## config.mk

```make
export PLATFORM = sky130hd
export DESIGN_NAME = mlfqs_load_priority_unit
export DESIGN_NICKNAME = d
export VERILOG_FILES = /design/src/rtl/mlfqs_pkg.sv /design/src/rtl/mlfqs_load_priority_unit.sv
export VERILOG_INCLUDE_DIRS = /design/src /design/src/rtl
export SDC_FILE = /design/constraint.sdc
export NUM_CORES = 2
export LEC_CHECK = 0
export ABC_AREA = 1
export ABC_CLOCK_PERIOD_IN_PS = 4950
export BUFFER_PORTS_ARGS = -buffer_cell sky130_fd_sc_hd__buf_2
export CAP_MARGIN = 20
export CELL_PAD_IN_SITES_DETAIL_PLACEMENT = 0
export CELL_PAD_IN_SITES_GLOBAL_PLACEMENT = 2
export CORE_MARGIN = 2
export CORE_UTILIZATION = 30
export CTS_BUF_LIST = sky130_fd_sc_hd__clkbuf_8
export DETAILED_ROUTE_END_ITERATION = 12
export GPL_TIMING_DRIVEN = 1
export PLACE_DENSITY = 0.63
export SETUP_SLACK_MARGIN = 0.3
export SYNTH_ARGS = -nofsm -noshare
export SYNTH_HDL_FRONTEND = slang
export SYNTH_SLANG_ARGS = --single-unit
```

## constraint.sdc

```tcl
create_clock -name clock -period 4.95 [get_ports clock]
set_clock_uncertainty 0.05 [all_clocks]
set_input_delay 0.99 -clock clock [delete_from_list [all_inputs] [get_ports clock]]
set_output_delay 0.99 -clock clock [all_outputs]
set_load 0.02 [all_outputs]
```

## src/rtl/assert_macros.svh

```systemverilog
// Assertion macros used by the top-level RTL file
`ifndef ASSERT_MACROS_SVH
`define ASSERT_MACROS_SVH

// Check a condition at every clock edge outside reset
`define ASSERT_ALWAYS(lbl, clk, rst, cond, msg) \
   lbl: assert property (@(posedge clk) disable iff (rst) (cond)) else $error(msg);

// Check that a condition in one cycle implies another in the next
`define ASSERT_NEXT(lbl, clk, rst, ante, cons, msg) \
   lbl: assert property (@(posedge clk) disable iff (rst) (ante) |=> (cons)) else $error(msg);

`endif

```

## src/rtl/mlfqs_pkg.sv

```systemverilog
// Types, constants and helper functions of the scheduler arithmetic unit
`default_nettype none

package mlfqs_pkg;

   localparam int FRAC_BITS_DEFAULT = 14;

   localparam logic [7:0] MAX_PRIORITY_RESET = 8'd63;
   localparam logic [7:0] MIN_PRIORITY_RESET = 8'd0;

   localparam logic signed [31:0] S32_MAX = 32'sh7fff_ffff;
   localparam logic signed [31:0] S32_MIN = 32'sh8000_0000;

   typedef enum logic [1:0] {
      OP_LOAD     = 2'd0,
      OP_RECENT   = 2'd1,
      OP_PRIORITY = 2'd2,
      OP_REPORT   = 2'd3
   } op_type;

   typedef enum logic [0:0] {
      CSR_MAX_PRIORITY = 1'b0,
      CSR_MIN_PRIORITY = 1'b1
   } csr_index_type;

   typedef enum logic [9:0] {
      ST_IDLE  = 10'b00_0000_0001,
      ST_PREP  = 10'b00_0000_0010,
      ST_DLOAD = 10'b00_0000_0100,
      ST_DIV   = 10'b00_0000_1000,
      ST_CSET  = 10'b00_0001_0000,
      ST_MLOAD = 10'b00_0010_0000,
      ST_MUL   = 10'b00_0100_0000,
      ST_MSAT  = 10'b00_1000_0000,
      ST_PRI   = 10'b01_0000_0000,
      ST_FIN   = 10'b10_0000_0000
   } state_type;

   function automatic logic [31:0] mag32(input logic signed [31:0] v);
      logic [31:0] r;
      r = v[31] ? 32'(-v) : 32'(v);
      return r;
   endfunction

   function automatic logic signed [31:0] sat33(input logic signed [32:0] v);
      logic signed [31:0] r;
      if (v[32] != v[31]) begin
         r = v[32] ? S32_MIN : S32_MAX;
      end else begin
         r = v[31:0];
      end
      return r;
   endfunction

endpackage

`default_nettype wire

```

## src/rtl/mlfqs_load_priority_unit.sv

```systemverilog
// Top level of the scheduler load, recent cpu and priority arithmetic unit
//
// A request word carries an operation code and its operands; every request
// gives exactly one response word. Operation 0 folds the ready count into the
// kept load average, 1 returns a new recent cpu, 2 a clamped priority and 3
// the load average times 100. Both channels use valid/stall; the configuration
// port writes the priority bounds with no wait and must be used while idle.
// Load update and load report run through the 32-step bit-serial multiplier;
// recent cpu first runs a restoring divider that makes 32 + FRAC_BITS quotient
// bits, one step per bit, then the serial multiplier; priority uses neither.
// One request is in work at a time; req_stall is high until it completes.
// The response sits in an output register: a new request is taken while it
// waits, and a finished step holds until rsp_stall drops.
// Synchronous reset clears the load average to zero, sets the bounds to
// 63 and 0 and empties the output register.
`default_nettype none
`include "assert_macros.svh"

module mlfqs_load_priority_unit
   import mlfqs_pkg::*;
#(
   parameter int FRAC_BITS = FRAC_BITS_DEFAULT
) (
   input  wire logic               clock,
   input  wire logic               reset,
   input  wire logic               csr_wr_en,
   input  wire logic [0:0]         csr_index,
   input  wire logic [7:0]         csr_wdata,
   input  wire logic               req_valid,
   output logic                    req_stall,
   input  wire logic [1:0]         req_operation,
   input  wire logic [7:0]         req_ready_count,
   input  wire logic               req_cpu_busy,
   input  wire logic signed [31:0] req_recent_cpu_in,
   input  wire logic signed [5:0]  req_nice_value,
   output logic                    rsp_valid,
   input  wire logic               rsp_stall,
   output logic signed [31:0]      rsp_recent_cpu_out,
   output logic [7:0]              rsp_priority_out,
   output logic signed [31:0]      rsp_load_avg_out,
   output logic signed [31:0]      rsp_load_report
);

   localparam int F         = FRAC_BITS;
   localparam int DW        = 32 + F;
   localparam int CW        = $clog2(DW + 1);
   localparam int MUL_STEPS = 32;
   localparam int MW        = 64 - F;
   localparam int VW        = (F + 11 > 34) ? F + 11 : 34;

   localparam longint unsigned ONE_L = 64'd1 << F;
   localparam logic [31:0] C59    = 32'((59 * ONE_L) / 60);
   localparam logic [31:0] C1     = 32'(ONE_L / 60);
   localparam logic [31:0] C100   = 32'(100 * ONE_L);
   localparam logic [31:0] RND32  = 32'(ONE_L - 1);
   localparam logic [VW-1:0] RNDV = VW'(ONE_L - 1);
   localparam logic signed [32:0] ONE_FX = 33'(ONE_L);

   state_type state_ff, state_in;
   op_type op_ff, op_in;
   logic signed [31:0] recent_ff, recent_in;
   logic signed [5:0] nice_ff, nice_in;
   logic [31:0] bterm_ff, bterm_in;
   logic signed [31:0] dbl_ff, dbl_in;
   logic signed [31:0] den_ff, den_in;
   logic signed [31:0] q_ff, q_in;
   logic [31:0] dvs_ff, dvs_in;
   logic [31:0] rem_ff, rem_in;
   logic [DW-1:0] quo_ff, quo_in;
   logic dneg_ff, dneg_in;
   logic dzero_ff, dzero_in;
   logic [CW-1:0] cnt_ff, cnt_in;
   logic signed [31:0] opa_ff, opa_in;
   logic signed [31:0] opb_ff, opb_in;
   logic [31:0] mcand_ff, mcand_in;
   logic [63:0] prod_ff, prod_in;
   logic mneg_ff, mneg_in;
   logic signed [31:0] res_ff, res_in;
   logic signed [VW-1:0] v_ff, v_in;
   logic signed [31:0] load_ff, load_in;
   logic [7:0] max_ff, max_in;
   logic [7:0] min_ff, min_in;
   logic rsp_valid_ff, rsp_valid_in;
   logic signed [31:0] rsp_rc_ff, rsp_rc_in;
   logic [7:0] rsp_pr_ff, rsp_pr_in;
   logic signed [31:0] rsp_load_ff, rsp_load_in;
   logic signed [31:0] rsp_rep_ff, rsp_rep_in;

   logic req_take;
   logic fin_go;
   logic fin_hold;
   logic load_go;
   logic serial_busy;
   logic signed [31:0] dbl_c, den_c, q_c;
   logic [32:0] div_shift;
   logic [33:0] div_diff;
   logic div_ge;
   logic quo_ovf;
   logic signed [31:0] quo_sig, coef_c;
   logic [32:0] mul_sum;
   logic [MW-1:0] mul_mag;
   logic mul_ovf;
   logic signed [31:0] mul_sig;
   logic signed [VW-1:0] max_x, min_x, q_x, nice_x, v_c, pt_sum, pt_c;
   logic [7:0] pr_c;
   logic signed [32:0] nice33, lsum, rsum;
   logic signed [31:0] upd_load, rc_c, rep_sum, rep_c;

   assign req_take    = req_valid && !req_stall;
   assign req_stall   = (state_ff != ST_IDLE);
   assign fin_go      = (state_ff == ST_FIN) && (!rsp_valid_ff || !rsp_stall);
   assign fin_hold    = (state_ff == ST_FIN) && !fin_go;
   assign load_go     = fin_go && (op_ff == OP_LOAD);
   assign serial_busy = (state_ff == ST_DIV) || (state_ff == ST_MUL);

   // operand preparation
   assign dbl_c = sat33($signed({load_ff, 1'b0}));
   assign den_c = sat33($signed({dbl_c[31], dbl_c}) + ONE_FX);
   assign q_c   = (recent_ff + (recent_ff[31] ? 32'sd3 : 32'sd0)) >>> 2;

   // restoring divider step
   assign div_shift = {rem_ff, quo_ff[DW-1]};
   assign div_diff  = {1'b0, div_shift} - {2'b00, dvs_ff};
   assign div_ge    = !div_diff[33];

   assign quo_ovf = |quo_ff[DW-1:31];
   assign quo_sig = quo_ovf ? (dneg_ff ? S32_MIN : S32_MAX)
                            : (dneg_ff ? -$signed(quo_ff[31:0]) : $signed(quo_ff[31:0]));

   always_comb begin
      if (dzero_ff) begin
         if (dbl_ff == 32'sd0) begin
            coef_c = 32'sd0;
         end else begin
            coef_c = dbl_ff[31] ? S32_MIN : S32_MAX;
         end
      end else begin
         coef_c = quo_sig;
      end
   end

   // shift-and-add multiplier step
   assign mul_sum = {1'b0, prod_ff[63:32]} + (prod_ff[0] ? {1'b0, mcand_ff} : 33'd0);
   assign mul_mag = prod_ff[63:F];
   assign mul_ovf = |mul_mag[MW-1:31];
   assign mul_sig = mul_ovf ? (mneg_ff ? S32_MIN : S32_MAX)
                            : (mneg_ff ? -$signed(mul_mag[31:0]) : $signed(mul_mag[31:0]));

   // priority
   assign max_x  = $signed({{(VW-8){1'b0}}, max_ff});
   assign min_x  = $signed({{(VW-8){1'b0}}, min_ff});
   assign q_x    = $signed({{(VW-32){q_ff[31]}}, q_ff});
   assign nice_x = $signed({{(VW-6){nice_ff[5]}}, nice_ff});
   assign v_c    = (max_x <<< F) - q_x - (nice_x <<< (F + 1));
   assign pt_sum = v_ff + $signed(v_ff[VW-1] ? RNDV : {VW{1'b0}});
   assign pt_c   = pt_sum >>> F;

   always_comb begin
      priority if (pt_c < min_x) begin
         pr_c = min_ff;
      end else if (pt_c > max_x) begin
         pr_c = max_ff;
      end else begin
         pr_c = pt_c[7:0];
      end
   end

   // final sums
   assign nice33   = $signed({{27{nice_ff[5]}}, nice_ff});
   assign lsum     = $signed({res_ff[31], res_ff}) + $signed({1'b0, bterm_ff});
   assign upd_load = sat33(lsum);
   assign rsum     = $signed({res_ff[31], res_ff}) + (nice33 <<< F);
   assign rc_c     = sat33(rsum);
   assign rep_sum  = res_ff + $signed(res_ff[31] ? RND32 : 32'd0);
   assign rep_c    = rep_sum >>> F;

   always_comb begin
      state_in     = state_ff;
      op_in        = op_ff;
      recent_in    = recent_ff;
      nice_in      = nice_ff;
      bterm_in     = bterm_ff;
      dbl_in       = dbl_ff;
      den_in       = den_ff;
      q_in         = q_ff;
      dvs_in       = dvs_ff;
      rem_in       = rem_ff;
      quo_in       = quo_ff;
      dneg_in      = dneg_ff;
      dzero_in     = dzero_ff;
      cnt_in       = cnt_ff;
      opa_in       = opa_ff;
      opb_in       = opb_ff;
      mcand_in     = mcand_ff;
      prod_in      = prod_ff;
      mneg_in      = mneg_ff;
      res_in       = res_ff;
      v_in         = v_ff;
      load_in      = load_ff;
      max_in       = max_ff;
      min_in       = min_ff;
      rsp_rc_in    = rsp_rc_ff;
      rsp_pr_in    = rsp_pr_ff;
      rsp_load_in  = rsp_load_ff;
      rsp_rep_in   = rsp_rep_ff;
      rsp_valid_in = rsp_valid_ff && rsp_stall;

      if (csr_wr_en) begin
         unique case (csr_index_type'(csr_index))
            CSR_MAX_PRIORITY: max_in = csr_wdata;
            CSR_MIN_PRIORITY: min_in = csr_wdata;
            default: ;
         endcase
      end

      unique case (state_ff)
         ST_IDLE: begin
            if (req_take) begin
               op_in     = op_type'(req_operation);
               recent_in = req_recent_cpu_in;
               nice_in   = req_nice_value;
               bterm_in  = 32'(({1'b0, req_ready_count} + 9'(req_cpu_busy)) * C1);
               state_in  = ST_PREP;
            end
         end
         ST_PREP: begin
            unique case (op_ff)
               OP_LOAD: begin
                  opa_in   = $signed(C59);
                  opb_in   = load_ff;
                  state_in = ST_MLOAD;
               end
               OP_RECENT: begin
                  dbl_in   = dbl_c;
                  den_in   = den_c;
                  state_in = ST_DLOAD;
               end
               OP_PRIORITY: begin
                  q_in     = q_c;
                  state_in = ST_PRI;
               end
               OP_REPORT: begin
                  opa_in   = $signed(C100);
                  opb_in   = load_ff;
                  state_in = ST_MLOAD;
               end
               default: state_in = ST_IDLE;
            endcase
         end
         ST_DLOAD: begin
            dvs_in   = mag32(den_ff);
            quo_in   = {mag32(dbl_ff), {F{1'b0}}};
            rem_in   = 32'd0;
            dneg_in  = dbl_ff[31] ^ den_ff[31];
            dzero_in = (den_ff == 32'sd0);
            cnt_in   = CW'(DW);
            state_in = ST_DIV;
         end
         ST_DIV: begin
            rem_in = div_ge ? div_diff[31:0] : div_shift[31:0];
            quo_in = {quo_ff[DW-2:0], div_ge};
            cnt_in = cnt_ff - CW'(1);
            if (cnt_ff == CW'(1)) begin
               state_in = ST_CSET;
            end
         end
         ST_CSET: begin
            opa_in   = coef_c;
            opb_in   = recent_ff;
            state_in = ST_MLOAD;
         end
         ST_MLOAD: begin
            mcand_in = mag32(opa_ff);
            prod_in  = {32'd0, mag32(opb_ff)};
            mneg_in  = opa_ff[31] ^ opb_ff[31];
            cnt_in   = CW'(MUL_STEPS);
            state_in = ST_MUL;
         end
         ST_MUL: begin
            prod_in = {mul_sum, prod_ff[31:1]};
            cnt_in  = cnt_ff - CW'(1);
            if (cnt_ff == CW'(1)) begin
               state_in = ST_MSAT;
            end
         end
         ST_MSAT: begin
            res_in   = mul_sig;
            state_in = ST_FIN;
         end
         ST_PRI: begin
            v_in     = v_c;
            state_in = ST_FIN;
         end
         ST_FIN: begin
            if (fin_go) begin
               rsp_valid_in = 1'b1;
               rsp_rc_in    = 32'sd0;
               rsp_pr_in    = 8'd0;
               rsp_rep_in   = 32'sd0;
               rsp_load_in  = load_ff;
               unique case (op_ff)
                  OP_LOAD: begin
                     load_in     = upd_load;
                     rsp_load_in = upd_load;
                  end
                  OP_RECENT:   rsp_rc_in  = rc_c;
                  OP_PRIORITY: rsp_pr_in  = pr_c;
                  OP_REPORT:   rsp_rep_in = rep_c;
                  default: ;
               endcase
               state_in = ST_IDLE;
            end
         end
         default: state_in = ST_IDLE;
      endcase
   end

   always_ff @(posedge clock) begin
      if (reset) begin
         state_ff     <= ST_IDLE;
         load_ff      <= 32'sd0;
         max_ff       <= MAX_PRIORITY_RESET;
         min_ff       <= MIN_PRIORITY_RESET;
         rsp_valid_ff <= 1'b0;
      end else begin
         state_ff     <= state_in;
         load_ff      <= load_in;
         max_ff       <= max_in;
         min_ff       <= min_in;
         rsp_valid_ff <= rsp_valid_in;
      end
   end

   always_ff @(posedge clock) begin
      op_ff       <= op_in;
      recent_ff   <= recent_in;
      nice_ff     <= nice_in;
      bterm_ff    <= bterm_in;
      dbl_ff      <= dbl_in;
      den_ff      <= den_in;
      q_ff        <= q_in;
      dvs_ff      <= dvs_in;
      rem_ff      <= rem_in;
      quo_ff      <= quo_in;
      dneg_ff     <= dneg_in;
      dzero_ff    <= dzero_in;
      cnt_ff      <= cnt_in;
      opa_ff      <= opa_in;
      opb_ff      <= opb_in;
      mcand_ff    <= mcand_in;
      prod_ff     <= prod_in;
      mneg_ff     <= mneg_in;
      res_ff      <= res_in;
      v_ff        <= v_in;
      rsp_rc_ff   <= rsp_rc_in;
      rsp_pr_ff   <= rsp_pr_in;
      rsp_load_ff <= rsp_load_in;
      rsp_rep_ff  <= rsp_rep_in;
   end

   assign rsp_valid          = rsp_valid_ff;
   assign rsp_recent_cpu_out = rsp_rc_ff;
   assign rsp_priority_out   = rsp_pr_ff;
   assign rsp_load_avg_out   = rsp_load_ff;
   assign rsp_load_report    = rsp_rep_ff;

   `ASSERT_NEXT(a_accept_starts, clock, reset, req_take, state_ff == ST_PREP, "step not started")
   `ASSERT_NEXT(a_fin_waits, clock, reset, fin_hold, state_ff == ST_FIN, "step left early")
   `ASSERT_NEXT(a_load_hold, clock, reset, !load_go, $stable(load_ff), "load changed")
   `ASSERT_ALWAYS(a_counter_live, clock, reset, !serial_busy || cnt_ff != '0, "counter ran out")

endmodule

`default_nettype wire
```

=== Word level (Yosys, flattened, before mapping) ===
Index checks and enable logic that the tools add are counted.

* Flip-flop bits (word level): 660

* Reduce and logical (&&, ||, !) cells: 29
* Bitwise operators: 3
* Order comparisons: 2
* Multiply operators: 1
* Equality and inequality tests: 25
* Muxes and demuxes: 45
* $add $sub $neg: 18

{| class="wikitable"
|+ Operators with widths
! cell !! count
|-
| $mux W32 || 23
|-
| $pmux W32 S2 || 4
|-
| $neg A32 Y32 || 6
|-
| $pmux W64 S2 || 1
|-
| $pmux W46 S2 || 1
|-
| $pmux W10 S9 || 1
|-
| $logic_not A32 Y1 || 2
|-
| $mux W31 || 2
|-
| $mux W10 || 4
|-
| $add A34 B15 Y34 || 1
|-
| $sub A33 B32 Y34 || 1
|-
| $add A32 B16 Y33 const B || 1
|-
| $add A32 B20 Y33 || 1
|-
| $add A32 B32 Y33 || 1
|-
| $add A32 B33 Y33 || 1
|-
| $add A32 B15 Y32 || 1
|-
| $add A32 B3 Y32 || 1
|-
| $sub A31 B21 Y32 || 1
|-
| $sub A23 B30 Y31 || 1
|-
| $pmux W10 S3 || 1
|-
| $mux W14 || 2
|-
| $gt A20 B9 Y1 || 1
|-
| $lt A20 B9 Y1 || 1
|-
| $reduce_or A19 Y1 || 1
|-
| other kinds (37) || 63
|}

=== Logic depth before layout (Yosys ltp) ===
* Depth after elaboration: 5
* Gate-level depth with buffers: 24

=== Worst setup path after synthesis ===
Ideal clock, no wire load.

* Path kind: input-to-reg
* From: input port rsp_stall
* To: register load_ff[24]
* Arrival time: 4.465 ns
* Stages: 7
* Setup slack: 0.378 ns
* Cell sequence: nand2_1 > inv_1 > nor2_2 > clkbuf_1 > o21ai_0 > o21bai_1 > inv_1

* Word-level cells in the longest chain between the ends: 4

{| class="wikitable"
|+ Ends and longest elaborated chain
! item !! RTL line !! RTL
|-
| from (decl) || mlfqs_load_priority_unit.sv:37 || <nowiki>input wire logic rsp_stall,</nowiki>
|-
| $logic_not A1 Y1 || mlfqs_load_priority_unit.sv:111 || <nowiki>assign fin_go = (state_ff == ST_FIN) && (!rsp_valid_ff || !rsp_stall);</nowiki>
|-
| $logic_or A1 B1 Y1 || mlfqs_load_priority_unit.sv:111 ||
|-
| $logic_and A1 B1 Y1 || mlfqs_load_priority_unit.sv:111 ||
|-
| $reduce_and A2 Y1 (no source line) || -- ||
|-
| to (signal assigned) || mlfqs_load_priority_unit.sv:327 || <nowiki>load_ff <= load_in;</nowiki>
|-
| to (decl) || mlfqs_load_priority_unit.sv:80 || <nowiki>logic signed [31:0] load_ff, load_in;</nowiki>
|}

No other way between the ends.
A chain may end at the register's enable or synchronous reset.

=== Final worst setup path ===
* From: register v_ff[32]
* To: register rsp_pr_ff[2], in the netlist rsp_priority_out[2], data pin

* Word-level cells in the longest chain between the ends: 4
* Elaborated cells on any way between the ends: 5
* Those cells by class: add/sub (1); order compare (2); mux (2)

{| class="wikitable"
|+ Ends and longest elaborated chain
! item !! RTL line !! RTL
|-
| from (decl) || mlfqs_load_priority_unit.sv:79 || <nowiki>logic signed [VW-1:0] v_ff, v_in;</nowiki>
|-
| from (signal assigned) || mlfqs_load_priority_unit.sv:354 || <nowiki>v_ff <= v_in;</nowiki>
|-
| $add A34 B15 Y34 * || mlfqs_load_priority_unit.sv:155 || <nowiki>assign pt_sum = v_ff + $signed(v_ff[VW-1] ? RNDV : {VW{1'b0}});</nowiki>
|-
| $gt A20 B9 Y1 || mlfqs_load_priority_unit.sv:161 || <nowiki>end else if (pt_c > max_x) begin</nowiki>
|-
| $mux W8 || mlfqs_load_priority_unit.sv:161 ||
|-
| $mux W8 * || mlfqs_load_priority_unit.sv:159 || <nowiki>priority if (pt_c < min_x) begin</nowiki>
|-
| to (signal assigned) || mlfqs_load_priority_unit.sv:356 || <nowiki>rsp_pr_ff <= rsp_pr_in;</nowiki>
|-
| to (decl) || mlfqs_load_priority_unit.sv:85 || <nowiki>logic [7:0] rsp_pr_ff, rsp_pr_in;</nowiki>
|}

Mark *: on every way between the ends. The rest lies on a longest branch, timed or not.

==> parameters.txt <==
Parameter                              Value

Outcome
  Outcome ... complete, no violations

Run
  Max-cap viol count ... 0

Routing
  First-pass detailed-route iteration total ... 7
  Average wire length per cell after detail routing ... 19.37 microns
  Number of design-rule violations left by the first detailed-router iteration ... 1979
  Final wirelength ... 131700 microns
  Total via count in the routed design ... ~32000
  Antenna-violating nets left ... 0
  Post-DR vias/cell ... 4.743
  DRC violation count after routing ... 0

CTS
  CTS tree ... done
  Maximum buffer depth of the clock tree ... 3
  Number of gates given a new drive strength after cts ... 0
  Root Driver ... sky130_fd_sc_hd__clkbuf_8
  Post-CTS setup repair buffer count ... 0
  Number of clock sinks ... between 600 and 700
  Number of hold-repair buffers added at the cts stage ... 0
  H-tree levels ... 4
  CTS buffer count ... 131
  Clock slew seen by the registers of the worst setup and hold paths ... 0.05 ns
  Skew-Pair Late Insertion Delay ... 0.83 ns

Worst setup path
  Startpoint kind of the worst setup timing path ... flip-flop
  Type of destination of the critical path ... flip-flop
  Crit-path max FO ... 9
  Path type of the worst setup path ... flip-flop to flip-flop
  Endpoint arrival time on the critical path ... 4.63 ns
  Required @ worst endpoint ... 5.59 ns

Synthesis
  Netlist area before placement ... 40330 sq um
  Ranking of synthesized cells by area ... sky130_fd_sc_hd__edfxtp_1 (44%), sky130_fd_sc_hd__nand2_1 (8.3%), sky130_fd_sc_hd__ha_1 (7.1%)
  Post-synth top area share ... 0.4356
  Number of distinct library cells after synthesis ... 63
  Adder and majority cell fraction of the synthesized area ... 0.07700
  XOR/XNOR Fraction of Synth Area ... 0.06124
  Count of synthesis-stage warnings from yosys ... 0
  Mapped Cells ... around 4700
  Post-synthesis simple-gate area fraction ... 0.1899
  Asr flop ratio synth ... 0
  Fraction of the mapped netlist area in compound gates ... 0.1319
  Main flop type after synthesis ... sky130_fd_sc_hd__edfxtp_1
  Post-synthesis net count ... 5015
  Number of enable-type register cells in the synthesized netlist ... 585
  Flip-flop and latch count after synthesis ... approximately 640
  Biggest area consumer among synthesized cells ... sky130_fd_sc_hd__edfxtp_1
  Post-synthesis mux area share ... 0
  Average instance area after synthesis ... 8.561 sq um
  Combinational family with the most area after synthesis ... simple AND/OR/NAND/NOR gates
  Share of the yosys chip area belonging to registers ... 0.4648

Timing
  Unrepaired setup endpoints after global routing ... no
  Count of final setup violators ... 0
  Count of final hold-check violations ... 0
  Number of max-slew violations in the final report ... 0
  Pin slew with the least headroom to its limit ... 0.9506 ns
  Timing-limited maximum frequency ... 0.2508 GHz
  Clock period minus worst slack ... about 4.0 ns
  Normalized max-slew margin ... 0.3648
  Total negative slack for setup checks ... 0 ns
  Post-route clock period utilization ... 0.8055

GRT
  Number of global-route vias before repair ... 32280
  Number of antenna violations at the first check in global routing ... 9
  Grt total ovfl ... 0
  Global-route wire length before repair ... 198900 microns
  GRT Util Overall ... 0.1911
  Largest net degree at the start of global routing ... roughly 110

Layout
  Number of nets in the final layout ... 5235
  Layout-stage area growth over the synthesis result ... 13.50%
  Layout fillers ... 14210
  Area occupied by multi-input gates ... 18620 sq um
  Sequential standard cell area ... 18750 sq um
  Share of post-route cells with drive strength above 1 ... 0.09189

Floorplan
  Die H ... ~370 microns
  Number of ports placed on the die boundary ... 169
  Row count ... 134
  Area of the die ... 137400 sq um
  Width of the die ... 370.7 microns
  Starting Density ... 0.3022
  Placeable core area ... 133500 sq um

Pwr
  Leakage power of the design ... 19.46 nW
  Power density over cell area ... 350.8 nW/um^2
  Worst vdd rail ir drop ... 0.0001864 V
  Post-layout power ... 16.06 mW

Min path
  Min-delay worst type ... input port to flip-flop

Place
  # port buffers ... 168
  HPWL after detailed placement ... 101800 microns
  RePlAce Congestion ... 0.8342
[layout by cell type, fill, tap and decap left out, types with 17 or more instances in the layout]
cell type                  count
sky130_fd_sc_hd__nand2_1     895
sky130_fd_sc_hd__inv_1       676
sky130_fd_sc_hd__edfxtp_1    585
sky130_fd_sc_hd__nor2_1      436
sky130_fd_sc_hd__a21oi_1     400
sky130_fd_sc_hd__o21ai_0     396
sky130_fd_sc_hd__ha_1        229
sky130_fd_sc_hd__xor2_1      187
sky130_fd_sc_hd__nand3_1     184
sky130_fd_sc_hd__buf_2       168
sky130_fd_sc_hd__clkbuf_8    136
sky130_fd_sc_hd__xnor2_1      95
sky130_fd_sc_hd__nor3_1       84
sky130_fd_sc_hd__nand4_1      63
sky130_fd_sc_hd__dfxtp_1      59
sky130_fd_sc_hd__buf_4        46
sky130_fd_sc_hd__nor4_1       38
sky130_fd_sc_hd__o21ai_1      30
sky130_fd_sc_hd__o21bai_1     25
sky130_fd_sc_hd__clkinv_1     22
sky130_fd_sc_hd__o211ai_1     19
sky130_fd_sc_hd__or2_2        19
sky130_fd_sc_hd__a31oi_1      17
sky130_fd_sc_hd__clkinv_2     17
[critical path, stage by stage (launching register included)]
cell	delay (ns)
sky130_fd_sc_hd__edfxtp_1	0.51
sky130_fd_sc_hd__buf_4	0.23
sky130_fd_sc_hd__ha_1	0.34
sky130_fd_sc_hd__nand2_1	0.07
sky130_fd_sc_hd__nand2_1	0.08
sky130_fd_sc_hd__inv_1	0.05
sky130_fd_sc_hd__nand2_1	0.13
sky130_fd_sc_hd__nand2_1	0.07
sky130_fd_sc_hd__nand2_1	0.09
sky130_fd_sc_hd__nand2_1	0.05
sky130_fd_sc_hd__nand2_1	0.18
sky130_fd_sc_hd__and2_1	0.22
sky130_fd_sc_hd__a21oi_1	0.08
sky130_fd_sc_hd__a21oi_1	0.26
sky130_fd_sc_hd__ha_1	0.32
sky130_fd_sc_hd__a21oi_1	0.15
sky130_fd_sc_hd__nand2_1	0.08
sky130_fd_sc_hd__nand4_1	0.11
sky130_fd_sc_hd__nand3_2	0.20
sky130_fd_sc_hd__nand3_1	0.29
sky130_fd_sc_hd__nand2_1	0.11
sky130_fd_sc_hd__nand3_1	0.09
sky130_fd_sc_hd__nand2_1	0.06
sky130_fd_sc_hd__inv_1	0.05
[worst paths after layout]
kind                              start             endpoint  slack [ns]  cells after the start
hold / removal    req_recent_cpu_in[12]        recent_ff[12]        0.28                      1
setup reg to reg               v_ff[32]  rsp_priority_out[2]        0.96                     23
hold reg to reg                 q_ff[0]              v_ff[0]        0.41                      0
setup / recovery               v_ff[32]  rsp_priority_out[2]        0.96                     23
[final cells by class]
class	instances	area share
antenna	6	0.0003280
clock buffer	136	0.04089
clock inverter	94	0.01386
inverter	648	0.05324
multi-input combinational	3289	0.4067
sequential	644	0.4095
tap	1768	0.04832
timing repair buffer	217	0.02711
[per-stage QoR]
step           worst slack [ns]  cells  hold WS [ns]  instance area [sq um]    util
2_1_floorplan            0.3785   4711        0.3764                  40330       -
3_3_place_gp             0.1488   6561        0.4047                  43210  0.3238
3_5_place_dp             0.1566   6562        0.3970                  43230  0.3239
4_1_cts                  0.6723   6792        0.1859                  45730  0.3427
5_1_grt                  0.5818   6797        0.2141                  45770  0.3429
6_report                 0.9629   6802        0.2796                  45780  0.3430
[cells in the mapped netlist (19+ instances only)]
| cell | number |
|---|---|
| sky130_fd_sc_hd__clkbuf_1 | 95 |
| sky130_fd_sc_hd__nand4_1 | 63 |
| sky130_fd_sc_hd__nor3_1 | 86 |
| sky130_fd_sc_hd__a21oi_1 | 400 |
| sky130_fd_sc_hd__o21ai_1 | 30 |
| sky130_fd_sc_hd__ha_1 | 229 |
| sky130_fd_sc_hd__nor4_1 | 38 |
| sky130_fd_sc_hd__o211ai_1 | 19 |
| sky130_fd_sc_hd__o21bai_1 | 25 |
| sky130_fd_sc_hd__dfxtp_1 | 59 |
| sky130_fd_sc_hd__nand2_1 | 897 |
| sky130_fd_sc_hd__xor2_1 | 187 |
| sky130_fd_sc_hd__nand3_1 | 184 |
| sky130_fd_sc_hd__edfxtp_1 | 585 |
| sky130_fd_sc_hd__o21ai_0 | 397 |
| sky130_fd_sc_hd__inv_1 | 634 |
| sky130_fd_sc_hd__xnor2_1 | 95 |
| sky130_fd_sc_hd__nor2_1 | 439 |
| sky130_fd_sc_hd__or2_2 | 19 |
[cells by family (layout without fill, tap and decap cells)]
| family | after synthesis | count (layout) |
|---|---|---|
| compound gates | 980 | 980 |
| buf+inv | 778 | 1095 |
| simple gates | 1786 | 1786 |
| flops | 644 | 644 |
| fa+ha+maj | 241 | 241 |
| xor+xnor | 282 | 282 |
| other cells | 0 | 6 |
[report_power, final]
group / switching, mW / internal (mW) / total [mW]
logic: 2.55 / 1.13 / 3.68
clock network: 2.52 / 2.97 / 5.49
registers: 0.325 / 6.56 / 6.88
total: 5.40 / 10.7 / 16.1
[registers in the layout (all words and copies together), names as in the netlist, 10 cells and up]
name and flops:
quo_ff 46, load_ff 32, res_ff 32, opb_ff 32, opa_ff 32, q_ff 30, mcand_ff 32, bterm_ff 18
dvs_ff 32, den_ff 32, v_ff 32, prod_ff 64, dbl_ff 32, rsp_recent_cpu_out 32, rsp_load_report 18, recent_ff 32
rsp_load_avg_out 32, state_ff 10, rem_ff 32
[per-layer routing]
| metal | up-vias | track usage | routed length (microns) |
|---|---|---|---|
| li1 | 16460 | - | - |
| met5 | - | 0 | 0 |
| met2 | 571 | 0.2976 | 58190 |
| met1 | 15060 | 0.2723 | 64690 |
| met3 | 168 | 0.03269 | 5989 |
| met4 | 0 | 0.05131 | 2857 |
Power figures use the tool's default switching activity.
